==> src/rtl/slstk_pkg.sv <==
`default_nettype none
// ---------------------------------------------------------------------------
// slstk_pkg
// Shared types and constants for the searchable LIFO stack.
// ---------------------------------------------------------------------------
package slstk_pkg;

  // Number of stack entries (1 to 256)
  localparam int unsigned DEPTH   = 8;
  localparam int unsigned DATA_W  = 32;
  localparam int unsigned POS_W   = 8;
  localparam int unsigned COUNT_W = 9;
  // Fill counter holds 0..DEPTH
  localparam int unsigned FILL_W  = $clog2(DEPTH + 1);
  // Cell index width, at least one bit
  localparam int unsigned IDX_W   = (DEPTH > 1) ? $clog2(DEPTH) : 1;

  typedef enum logic [1:0] {
    OP_PUSH   = 2'd0,
    OP_POP    = 2'd1,
    OP_SEARCH = 2'd2,
    OP_READ   = 2'd3
  } op_kind_t;

  // Per-cycle command broadcast along the cell chain
  typedef struct packed {
    logic push;
    logic pop;
  } cell_ctrl_t;

  // One result transfer
  typedef struct packed {
    logic                      ok;
    logic signed [DATA_W-1:0]  read_value;
    logic [POS_W-1:0]          found_position;
    logic [COUNT_W-1:0]        count;
  } res_t;

endpackage : slstk_pkg
`default_nettype wire

==> src/rtl/slstk_cell.sv <==
`default_nettype none
// ---------------------------------------------------------------------------
// slstk_cell
// One stack slot: loads from the shallower neighbour on push, from the
// deeper neighbour on pop, and compares its entry with the search key.
// ---------------------------------------------------------------------------
module slstk_cell (
  input  wire logic                               clk,
  input  wire slstk_pkg::cell_ctrl_t              ctrl,
  input  wire logic signed [slstk_pkg::DATA_W-1:0] push_data,
  input  wire logic signed [slstk_pkg::DATA_W-1:0] pop_data,
  input  wire logic signed [slstk_pkg::DATA_W-1:0] key,
  output logic signed [slstk_pkg::DATA_W-1:0]      entry,
  output logic                                    match
);
  import slstk_pkg::*;

  logic signed [DATA_W-1:0] entry_r;

  always_ff @(posedge clk) begin
    if (ctrl.push) begin
      entry_r <= push_data;
    end else if (ctrl.pop) begin
      entry_r <= pop_data;
    end
  end

  assign entry = entry_r;
  assign match = (entry_r == key);

endmodule : slstk_cell
`default_nettype wire

==> src/rtl/slstk_out_buf.sv <==
`default_nettype none
// ---------------------------------------------------------------------------
// slstk_out_buf
// Two-slot result queue so a new item is taken while a result waits.
// ---------------------------------------------------------------------------
module slstk_out_buf (
  input  wire logic             clk,
  input  wire logic             rst_n,
  input  wire logic             wr_en,
  input  wire slstk_pkg::res_t  wr_data,
  output logic                  wr_ready,
  output logic                  rd_valid,
  input  wire logic             rd_ready,
  output slstk_pkg::res_t       rd_data
);
  import slstk_pkg::*;

  res_t       head_r, head_nxt;
  res_t       tail_r, tail_nxt;
  logic [1:0] cnt_r, cnt_nxt;
  logic       rd_en;

  assign rd_valid = (cnt_r != 2'd0);
  assign wr_ready = (cnt_r != 2'd2);
  assign rd_data  = head_r;
  assign rd_en    = rd_valid && rd_ready;

  always_comb begin
    head_nxt = head_r;
    tail_nxt = tail_r;
    cnt_nxt  = cnt_r;
    if (rd_en && wr_en) begin
      if (cnt_r == 2'd1) begin
        head_nxt = wr_data;
      end else begin
        head_nxt = tail_r;
        tail_nxt = wr_data;
      end
    end else if (rd_en) begin
      head_nxt = tail_r;
      cnt_nxt  = cnt_r - 2'd1;
    end else if (wr_en) begin
      if (cnt_r == 2'd0) begin
        head_nxt = wr_data;
      end else begin
        tail_nxt = wr_data;
      end
      cnt_nxt = cnt_r + 2'd1;
    end
  end

  always_ff @(posedge clk) begin
    head_r <= head_nxt;
    tail_r <= tail_nxt;
    if (!rst_n) begin
      cnt_r <= 2'd0;
    end else begin
      cnt_r <= cnt_nxt;
    end
  end

endmodule : slstk_out_buf
`default_nettype wire

==> src/rtl/searchable_lifo_stack_top.sv <==
`default_nettype none
// ---------------------------------------------------------------------------
// searchable_lifo_stack_top
// Bounded LIFO stack, top at position 0, with push, pop, search and read.
// ---------------------------------------------------------------------------
//  Channel  Dir  Handshake            Payload
//  in_      in   in_valid / in_ready  in_kind, in_value, in_position
//  out_     out  out_valid/out_ready  out_ok, out_read_value,
//                                     out_found_position, out_count
//
//  One item per clock: each transfer on in_ is executed in the cycle it is
//  accepted, the cell chain shifting or comparing all slots in parallel.
//  Its result is registered in the result queue and leaves on out_ after any older results.
//  A two-slot result queue keeps in_ready high while one result waits;
//  in_ready drops only when both slots hold untaken results.
//  Reset (rst_n low, synchronous) empties the stack and the result queue.
// ---------------------------------------------------------------------------
module searchable_lifo_stack_top (
  input  wire logic                                clk,
  input  wire logic                                rst_n,
  input  wire logic                                in_valid,
  output logic                                     in_ready,
  input  wire logic [1:0]                          in_kind,
  input  wire logic signed [slstk_pkg::DATA_W-1:0] in_value,
  input  wire logic [slstk_pkg::POS_W-1:0]         in_position,
  output logic                                     out_valid,
  input  wire logic                                out_ready,
  output logic                                     out_ok,
  output logic signed [slstk_pkg::DATA_W-1:0]      out_read_value,
  output logic [slstk_pkg::POS_W-1:0]              out_found_position,
  output logic [slstk_pkg::COUNT_W-1:0]            out_count
);
  import slstk_pkg::*;

  logic                     accept;
  op_kind_t                 kind;
  logic [FILL_W-1:0]        fill_r, fill_nxt;
  cell_ctrl_t               ctrl;
  logic signed [DATA_W-1:0] cell_q [DEPTH];
  logic [DEPTH-1:0]         cell_match;
  logic                     hit;
  logic [IDX_W-1:0]         hit_idx;
  logic                     pos_ok;
  res_t                     res;
  res_t                     head;

  assign accept = in_valid && in_ready;
  assign kind   = op_kind_t'(in_kind);

  // Push refused when full, pop refused when empty
  always_comb begin
    ctrl     = '0;
    fill_nxt = fill_r;
    if (accept) begin
      case (kind)
        OP_PUSH: begin
          if (fill_r < FILL_W'(DEPTH)) begin
            ctrl.push = 1'b1;
            fill_nxt  = fill_r + 1'b1;
          end
        end
        OP_POP: begin
          if (fill_r != '0) begin
            ctrl.pop = 1'b1;
            fill_nxt = fill_r - 1'b1;
          end
        end
        default: begin
        end
      endcase
    end
  end

  // Cell chain: cell 0 takes the pushed value, the deepest cell refills with 0
  for (genvar g = 0; g < DEPTH; g++) begin : g_cell
    logic signed [DATA_W-1:0] from_up;
    logic signed [DATA_W-1:0] from_down;
    if (g == 0) begin : g_first
      assign from_up = in_value;
    end else begin : g_mid
      assign from_up = cell_q[g-1];
    end
    if (g == DEPTH - 1) begin : g_last
      assign from_down = '0;
    end else begin : g_inner
      assign from_down = cell_q[g+1];
    end
    slstk_cell u_cell (
      .clk       (clk),
      .ctrl      (ctrl),
      .push_data (from_up),
      .pop_data  (from_down),
      .key       (in_value),
      .entry     (cell_q[g]),
      .match     (cell_match[g])
    );
  end

  // Shallowest occupied cell that matches wins
  always_comb begin
    hit     = 1'b0;
    hit_idx = '0;
    for (int i = DEPTH - 1; i >= 0; i--) begin
      if (cell_match[i] && (FILL_W'(i) < fill_r)) begin
        hit     = 1'b1;
        hit_idx = IDX_W'(i);
      end
    end
  end

  assign pos_ok = (COUNT_W'(in_position) < COUNT_W'(fill_r));

  always_comb begin
    res       = '0;
    res.count = COUNT_W'(fill_nxt);
    case (kind)
      OP_PUSH:   res.ok = ctrl.push;
      OP_POP:    res.ok = ctrl.pop;
      OP_SEARCH: begin
        res.ok             = hit;
        res.found_position = POS_W'(hit_idx);
      end
      OP_READ: begin
        res.ok = pos_ok;
        if (pos_ok) begin
          res.read_value = cell_q[in_position[IDX_W-1:0]];
        end
      end
      default: begin
      end
    endcase
  end

  always_ff @(posedge clk) begin
    if (!rst_n) begin
      fill_r <= '0;
    end else begin
      fill_r <= fill_nxt;
    end
  end

  slstk_out_buf u_out_buf (
    .clk      (clk),
    .rst_n    (rst_n),
    .wr_en    (accept),
    .wr_data  (res),
    .wr_ready (in_ready),
    .rd_valid (out_valid),
    .rd_ready (out_ready),
    .rd_data  (head)
  );

  assign out_ok             = head.ok;
  assign out_read_value     = head.read_value;
  assign out_found_position = head.found_position;
  assign out_count          = head.count;

  // Fill never exceeds the number of cells
  a_fill_bound: assert property (@(posedge clk) disable iff (!rst_n)
    fill_r <= FILL_W'(DEPTH))
    else $error("fill exceeds depth");

  // An accepted push with room grows the stack by one
  a_push_grow: assert property (@(posedge clk) disable iff (!rst_n)
    (accept && kind == OP_PUSH && fill_r < FILL_W'(DEPTH))
      |=> fill_r == $past(fill_r) + 1'b1)
    else $error("push did not grow fill");

  // Fill changes only on an accepted push or pop
  a_fill_hold: assert property (@(posedge clk) disable iff (!rst_n)
    (!accept || kind == OP_SEARCH || kind == OP_READ) |=> $stable(fill_r))
    else $error("fill changed without push or pop");

  // Input stalls only while results are waiting
  a_stall_cause: assert property (@(posedge clk) disable iff (!rst_n)
    !in_ready |-> out_valid)
    else $error("input stalled with no pending result");

endmodule : searchable_lifo_stack_top
`default_nettype wire

==> config.mk <==
export PLATFORM = sky130hd
export DESIGN_NAME = searchable_lifo_stack_top
export DESIGN_NICKNAME = d
export VERILOG_FILES = /design/src/rtl/slstk_pkg.sv /design/src/rtl/slstk_cell.sv /design/src/rtl/slstk_out_buf.sv /design/src/rtl/searchable_lifo_stack_top.sv
export SDC_FILE = /design/constraint.sdc
export NUM_CORES = 1
export LEC_CHECK = 0
export BUFFER_PORTS_ARGS = -buffer_cell sky130_fd_sc_hd__clkbuf_2
export CAP_MARGIN = 20
export CORE_AREA = 4 4 161 318
export CTS_CLUSTER_DIAMETER = 30
export CTS_CLUSTER_SIZE = 24
export DETAILED_ROUTE_END_ITERATION = 6
export DIE_AREA = 0 0 165 322
export SLEW_MARGIN = 20
export SYNTH_ARGS = -nofsm -noshare
export SYNTH_HDL_FRONTEND = slang
export SYNTH_SLANG_ARGS = --single-unit
==> constraint.sdc <==
create_clock -name clk -period 17.62 [get_ports clk]
set_input_delay 3.524 -clock clk [delete_from_list [all_inputs] [get_ports clk]]
set_output_delay 3.524 -clock clk [all_outputs]
set_load 0.01 [all_outputs]
Word-level counts from Yosys, hierarchy flattened

Index checks and enable logic that the tools add are counted.

Output and inout bits: 52
Bits of input ports: 46
Bits in registers: 362

Eq/ne operators: 16
Add/sub/neg operators: 4
$lt $le $gt $ge: 11
Mux-type cells: 60
Bitwise gates (word level): 2
Reduce and logical (&&, ||, !) cells: 23

Operators with widths:

| kind                | number |
|---|---|
| $mux 32             | 20 |
| $mux 50             | 10 |
| $eq 32x32->1        | 8 |
| $bmux 32 s3         | 1 |
| $mux 3              | 9 |
| $lt 3x4->1 const A  | 4 |
| $mux 1              | 12 |
| $mux 4              | 3 |
| $logic_and 1x1->1   | 11 |
| $lt 1x4->1 const A  | 2 |
| $lt 2x4->1 const A  | 2 |
| $lt 8x4->1          | 1 |
| $pmux 4 s2          | 1 |
| $reduce_bool 2->1   | 4 |
| $mux 2              | 3 |
| $ne 2x2->1 const B  | 3 |
| $reduce_bool 3->1   | 2 |
| $add 4x1->4 const B | 1 |
| $eq 2x1->1 const B  | 2 |
| $eq 2x2->1 const B  | 2 |
| $ge 4x4->1 const B  | 1 |
| $logic_not 2->1     | 2 |
| $lt 4x4->1 const B  | 1 |
| $not 3->4           | 1 |
| 9 further kinds     | 10 |

Logic depth before layout (Yosys ltp)

Gate-level depths: netlist of run 1.

Depth in word-level cells: 15
Mapped depth: 11

Cells and area by module

From an unflattened synthesis of run 1, not the netlist that was laid out.

Cells, all modules: 1,320
Area, all modules: 20,190.6 um2

By module, submodules not included:

| module                    | seq. area each (um2) | area each (um2) | cells each | instances |
|---|---|---|---|---|
| slstk_cell                | 960.9                | 1,712.9         | 112        | 8 |
| slstk_out_buf             | 3,042.9              | 3,838.7         | 180        | 1 |
| searchable_lifo_stack_top | 80.1                 | 2,648.8         | 244        | 1 |

Worst setup path before layout of run 1

OpenSTA, ideal clock, no wires.

Kind: input to register
Start point: input in_kind[0]
End point: register u_out_buf.head_r (netlist bit u_out_buf.rd_data[0]) (data pin)
Slack: 1,448 ps
Data required time: 17,350 ps
Arrival time: 15,901 ps
Stages: 5
Setup time: 270 ps
Cell sequence: clkbuf_1 -> a21oi_1 -> nor2_1 -> xnor2_1 -> mux2_2

RTL lines:

| what                   | RTL line                        | RTL |
|---|---|---|
| start: declaration     | searchable_lifo_stack_top.sv:23 | `input wire logic [1:0] in_kind,` |
| end signal: assignment | slstk_out_buf.sv:53             | `head_r <= head_nxt;` |
| end: declaration       | slstk_out_buf.sv:18             | `res_t head_r, head_nxt;` |

Final worst setup path of run 1

Start point: input in_valid
End point: register g_cell[2].u_cell.entry_r[13] (data pin)

Longest elaborated chain between the ends: 3

RTL lines:

| what                   | RTL line                        | RTL |
|---|---|---|
| start: declaration     | searchable_lifo_stack_top.sv:21 | `input wire logic in_valid,` |
| $logic_and 1x1->1      | searchable_lifo_stack_top.sv:47 | `assign accept = in_valid && in_ready;` |
| $mux 2                 | searchable_lifo_stack_top.sv:54 | `if (accept) begin` |
| $mux 32                | slstk_cell.sv:21                | `if (ctrl.push) begin` |
| end signal: assignment | slstk_cell.sv:22                | `entry_r <= push_data;` |
| end signal: assignment | slstk_cell.sv:24                | `entry_r <= pop_data;` |
| end: declaration       | slstk_cell.sv:18                | `logic signed [DATA_W-1:0] entry_r;` |

Every way passes these cells.
A chain may end at the register's enable or synchronous reset.

==> run_results.csv, run 1 <==
group,metric,value,unit
critical_path,path_delay_family,"buffers and inverters",
critical_path,r2r-start,"u_out_buf.cnt_r[0]",
sta,tightest_slew,1.11,ns
critical_path,critPathLaunchType,"primary input",
synthesis,syn-cell-area,19300,sq um
synthesis,synth_edf_count,336,
sta,fin_crit_sh,0.335,
cells_and_area,multi_input_area,8550,sq um
cells_and_area,fin_nets,1463,
global_route,grt_pass1_wl,82400,um
synthesis,synth_top_family_by_area,"multiplexers",
cts,htreeDepth,2,
routing,ant_nets,0,
routing,avgRoutedWirePerCell,27.3,um
sta,hold_viol,0,
critical_path,worstSetupEndpointType,"register",
cts,hold_buffers,0,
synthesis,yosys_warnings,0,
cts,cts_tree,"done",
power,ir_drop,0.0969,mV
routing,first_pass_iters,5,
synthesis,syn_avg_cell_area,14.2,sq um
cts,post-cts-setup-buffers,0,
sta,drv_slew,0,
floorplan,start_util,0.396,
sta,max-slew-margin-rel,0.263,
power,switching_share,0.297,
min_path,hp-start,"u_out_buf.tail_r[25]",
cts,max-clock-path-buffers,3,
routing,routed_wl,56900,um
power,pwr-share-seq,0.426,
floorplan,die_w,165,um
global_route,grt_max_degree,177,
flow_run,cap_violations,0,
synthesis,synth_xor_area_frac,0.118,
synthesis,ys_top_cells_by_count,"336 x edfxtp_1, 230 x mux2_2, 171 x xnor2_1",
sta,finalCriticalPeriod,5.91,ns
cells_and_area,n_fill_cell,4374,
cts,insertion_delay,0.57,ns
routing,post-route-drc-count,0,
power,switchingPower,776,uW
sta,holdWs,0.518,ns
power,p_per_area,120,nW/um^2
status,outcome,"complete, no violations",
synthesis,synth-simple-area-share,0.0648,
floorplan,die_area,53100,sq um
synthesis,synthArstFlopShare,0,
cells_and_area,post-route-util,0.447,
synthesis,synth_compound_area_frac,0.0220,
routing,drtIter0Drc,989,
synthesis,ys_top_cells_by_area,"edfxtp_1 52%, mux2_2 13%, xnor2_1 7.8%",
global_route,track_usage,0.215,
critical_path,required,17.93,ns
cells_and_area,drive_above_1_share,0.334,
floorplan,core-area,48600,sq um
cts,clk_pin_slew,0.06,ns
floorplan,io_pins,98,
power,pwr-share-comb,0.199,
place,gp_congestion,0.958,
synthesis,synth_ff_type,"edfxtp_1",
sta,rsz0062_at_grt,"false",
place,dp_cells,1996,
cells_and_area,regArea,10200,sq um
sta,fin_skew,0.0192,ns
critical_path,path_class,"in2reg",
sta,max_freq,169,MHz
power,p_int,1.84,mW
critical_path,startpoint,"in_valid",
sta,setup_viol_count_final,0,
cts,numCtsBuffers,46,
synthesis,synth_top_area_frac,0.524,
power,leakage,7.17,nW
routing,avgViaCountPerCell,5.51,
critical_path,path_max_fanout,169,
synthesis,ys_seq_area_frac,0.530,
place,port_buffers,87,
synthesis,yosysTopAreaCell,"edfxtp_1",
min_path,holdCritPathClass,"reg2reg",
floorplan,die_h,322,um
cts,cts_root_buf,"clkbuf_16",
power,clkPwrFrac,0.375,
global_route,first_global_vias,11900,
synthesis,yosysMostFrequentCell,"edfxtp_1",
synthesis,synth_fa_ha_area_frac,0.00714,
global_route,grt.overflow.total,0,
routing,via_count,11500,
critical_path,worst-path-buf-inv,3,
critical_path,worstPathCellList,"clkbuf_2 -> nand2_1 -> nor4_2 -> buf_12 -> buf_4 -> mux2_2",
synthesis,synthMuxAreaShare,0.227,
critical_path,crit_path_top_delay_cell,"buf_4",
cts,cts_sinks,342,
critical_path,cp.arrival,6.22,ns
cells_and_area,stdcell_count,2080,
cells_and_area,area_growth,12.8,%
floorplan,placementRows,114,
cts,cts_resized,0,
critical_path,cpPeakStageDelay,0.94,ns
global_route,grt_antenna_before_repair,1,
synthesis,ys_seq_elements,342,
synthesis,synth.distinct_cells,40,
synthesis,syn_inst,1357,
place,hpwl,41900,um
sta,setup_tns,0,ns
==> power groups by stage <==
stage	Sequential (mW)	Combinational [mW]	Clock (mW)
4_1_cts	1.12	0.529	1.00
6_report	1.11	0.522	0.982
3_5_place_dp	1.13	0.527	0
2_1_floorplan	1.16	0.324	0
5_1_grt	1.13	0.560	1.03
3_3_place_gp	1.13	0.521	0
==> final cells by class <==
class                      count  area share
tap                          638      0.0367
clock inverter                34      0.0186
clock buffer                  49      0.0549
multi-input combinational    907       0.393
timing repair buffer          98      0.0252
inverter                      11     0.00190
antenna                        1    0.000115
sequential                   342       0.470
==> state kept, by name, summed over array words and instances, names as in the netlist <==
name,flops
fill_r,4
u_out_buf.cnt_r,2
g_cell.u_cell.entry,256
u_out_buf.tail_r,40
u_out_buf.rd_data,40
==> cell usage in the layout, fill, tap and decap left out, types with 18 or more instances in the layout <==
cell | netlist | layout
nand4_1 | 45 | 45
nor4_1 | 25 | 24
and2_1 | 37 | 37
mux2_2 | 230 | 230
clkbuf_2 | 0 | 85
nor3_1 | 18 | 18
xnor2_1 | 171 | 171
mux2i_1 | 33 | 32
clkbuf_16 | 0 | 47
nor2_1 | 44 | 42
edfxtp_1 | 336 | 336
nand2_1 | 45 | 45
o31ai_1 | 32 | 32
mux4_2 | 64 | 64
xor2_1 | 88 | 88
==> per-stage QoR <==
step,power (mW),cell area [sq um],worst slack [ns]
2_1_floorplan,1.49,19300,1.45
3_3_place_gp,1.65,20100,11.13
3_5_place_dp,1.66,20100,11.11
4_1_cts,2.64,21700,11.70
5_1_grt,2.72,21700,11.48
6_report,2.62,21700,11.71
==> cell families (layout without fill, tap and decap cells) <==
family / count (synthesis) / in the layout
fa+ha+maj: 11 / 11
buf+inv: 117 / 192
compound gates: 62 / 62
other cells: 1 / 11
mux: 328 / 328
simple gates: 237 / 237
xor+xnor: 259 / 259
flops: 342 / 342
==> per-layer routing <==
metal | global-route usage | part of all wire
met5 | 0 | 0
met4 | 0.166 | 0.094
met3 | 0.0306 | 0.042
met2 | 0.379 | 0.52
met1 | 0.225 | 0.34
==> final timing paths <==
path                                     end  slack [ns]  depth (start not counted)
setup / recovery  g_cell[2].u_cell.entry[13]       11.71                          6
hold / removal         u_out_buf.rd_data[25]        0.52                          2
setup reg to reg  g_cell[2].u_cell.entry[13]       14.01                          8
hold reg to reg        u_out_buf.rd_data[25]        0.52                          2
==> worst min-delay path: stages (launching register included) <==
cell and delay, ns:
edfxtp_1 0.32, nand2_1 0.05, o31ai_1 0.05
Power figures use the tool's default switching activity.
==> run 2, diff against run 1 <==
==> constraint.sdc (replaced) <==
create_clock -name clk -period 4.85 [get_ports clk]
set_input_delay 0.97 -clock clk [delete_from_list [all_inputs] [get_ports clk]]
set_output_delay 0.97 -clock clk [all_outputs]
set_load 0.01 [all_outputs]
==> run_results.csv, run 2 (same netlist as run 1, synthesis figures left out) <==
group,metric,value,unit
status,outcome,"complete, no violations",
cts,cts_root_buf,"clkbuf_16",
cells_and_area,layout_commonest_cell,"edfxtp_1",
flow_run,cap_violations,0,
cts,hold_buffers,0,
sta,hold_viol,0,
critical_path,worstPathCellList,"clkbuf_2 -> xnor2_1 -> nand4_1 -> nor4_1 -> nand4_1 -> nand2_1 -> nand3_1 -> a31oi_1 -> mux2_2",
routing,first_pass_iters,7,
min_path,hp-start,"u_out_buf.tail_r[27]",
sta,fin_crit_sh,0.626,
cts,max-clock-path-buffers,3,
routing,drtIter0Drc,870,
cts,insertion_delay,0.59,ns
sta,fin_skew,0.0303,ns
sta,finalCriticalPeriod,3.04,ns
critical_path,r2r-start,"u_out_buf.cnt_r[0]",
critical_path,worstSetupEndpointType,"register",
place,hpwl,45500,um
global_route,first_global_vias,12100,
cts,cts_resized,0,
cts,clk_pin_slew,0.06,ns
routing,routed_wl,59400,um
global_route,grt.overflow.total,0,
critical_path,cp.arrival,3.50,ns
global_route,grt_max_degree,129,
critical_path,path_max_fanout,9,
power,power,9.71,mW
critical_path,path_class,"in2reg",
floorplan,die_area,53100,sq um
place,gp_congestion,0.966,
cts,numCtsBuffers,53,
critical_path,required,5.32,ns
cells_and_area,fin_nets,1479,
sta,setup_viol_count_final,0,
cells_and_area,diodes,0,
sta,holdWs,0.519,ns
critical_path,crit_path_top_delay_cell,"xnor2_1",
sta,max-slew-margin-rel,0.342,
cts,htreeDepth,2,
routing,post-route-drc-count,0,
floorplan,core-area,48600,sq um
sta,max_freq,329,MHz
min_path,whs_path_depth,2,
cts,post-cts-setup-buffers,0,
critical_path,cp_common_cell,"nand4_1",
global_route,grt_antenna_before_repair,1,
floorplan,placementRows,114,
sta,drv_slew,0,
floorplan,die_h,322,um
min_path,holdCritPathClass,"reg2reg",
cts,cts_sinks,342,
min_path,holdPathEnd,"u_out_buf.rd_data[27]",
sta,tightest_slew,0.987,ns
cells_and_area,drive_above_1_share,0.337,
power,ir_drop,0.289,mV
global_route,track_usage,0.224,
power,leakage,7.29,nW
critical_path,critPathLaunchType,"primary input",
cts,cts_tree,"done",
critical_path,rr_endpoint,"g_cell[1].u_cell.entry[11]",
cells_and_area,largest_reg_flops,256,
routing,via_count,11600,
floorplan,die_w,165,um
cells_and_area,area_growth,13.9,%
cells_and_area,mostFrequentLayoutCells,"336 x edfxtp_1, 229 x mux2_2, 171 x xnor2_1",
critical_path,r2r_slack,1.93,ns
routing,avgViaCountPerCell,5.54,
critical_path,path_delay_family,"simple AND/OR/NAND/NOR gates",
critical_path,worst-path-buf-inv,1,
floorplan,start_util,0.396,
place,port_buffers,87,
sta,rsz0062_at_grt,"false",
critical_path,ff2ff_path_depth,8,
routing,ant_nets,0,
global_route,grt_pass1_wl,85500,um
routing,avgRoutedWirePerCell,28.3,um
power,p_per_area,442,nW/um^2
floorplan,io_pins,98,
critical_path,startpoint,"in_value[15]",
critical_path,cpPeakStageDelay,0.72,ns
## run 2: changes by cell type in the layout (fill, tap and decap cells not counted), sizes merged
cell      change
clkinv        +7
clkinvlp      -3
buf           +9
clkbuf       +13
inv           -8
diode         -1
## run 2: area by class of cell
type | instances | area (sq um)
flip-flops and latches | 342 | 10200
inverters | 11 | 41.3
clock buffers | 62 | 1360
repair buffers | 107 | 628
well taps | 638 | 798
clock inverters | 30 | 349
fillers | 4327 | 26700
multi-input cells | 907 | 8570
## run 2: worst max-delay path by stage
stage | to | slack, ns | cells after the start
CTS | u_out_buf.rd_data[10] | 1.86 | 9
global route | g_cell[2].u_cell.entry[14] | 1.78 | 8
finish | u_out_buf.rd_data[10] | 1.81 | 9
detailed placement | u_out_buf.rd_data[10] | 1.24 | 9
floorplan | u_out_buf.rd_data[0] | -1.22 | 6
global placement | u_out_buf.rd_data[10] | 1.18 | 9
## run 2: worst register-to-register path: stages (launching register included)
cell	delay (ns)
dfxtp_1	0.37
inv_1	0.08
ha_1	0.19
inv_1	0.07
nand2_1	0.19
nor4_2	0.30
buf_12	0.56
buf_4	0.50
mux2_2	0.40
## run 2: stage by stage
step	cell area, sq um	worst slack (ns)	util	instances	setup TNS [ns]
floorplan	19300	-1.22	-	1366	-170.63
global placement	20200	1.18	0.416	2005	0
detailed placement	20200	1.24	0.416	2005	0
CTS	22000	1.86	0.451	2097	0
global route	22000	1.78	0.451	2097	0
finish	22000	1.81	0.451	2097	0
## run 2: power by group
part	internal [mW]	switching, mW
clock	2.33	1.40
sequential	3.82	0.246
combinational	0.739	1.18
## run 2: metal layers
metal,up-vias,global-route usage,wire length [um]
li1,5227,-,-
met1,5853,0.232,20000
met2,410,0.403,31600
met3,133,0.0330,2540
met4,0,0.164,5210
met5,-,0,0
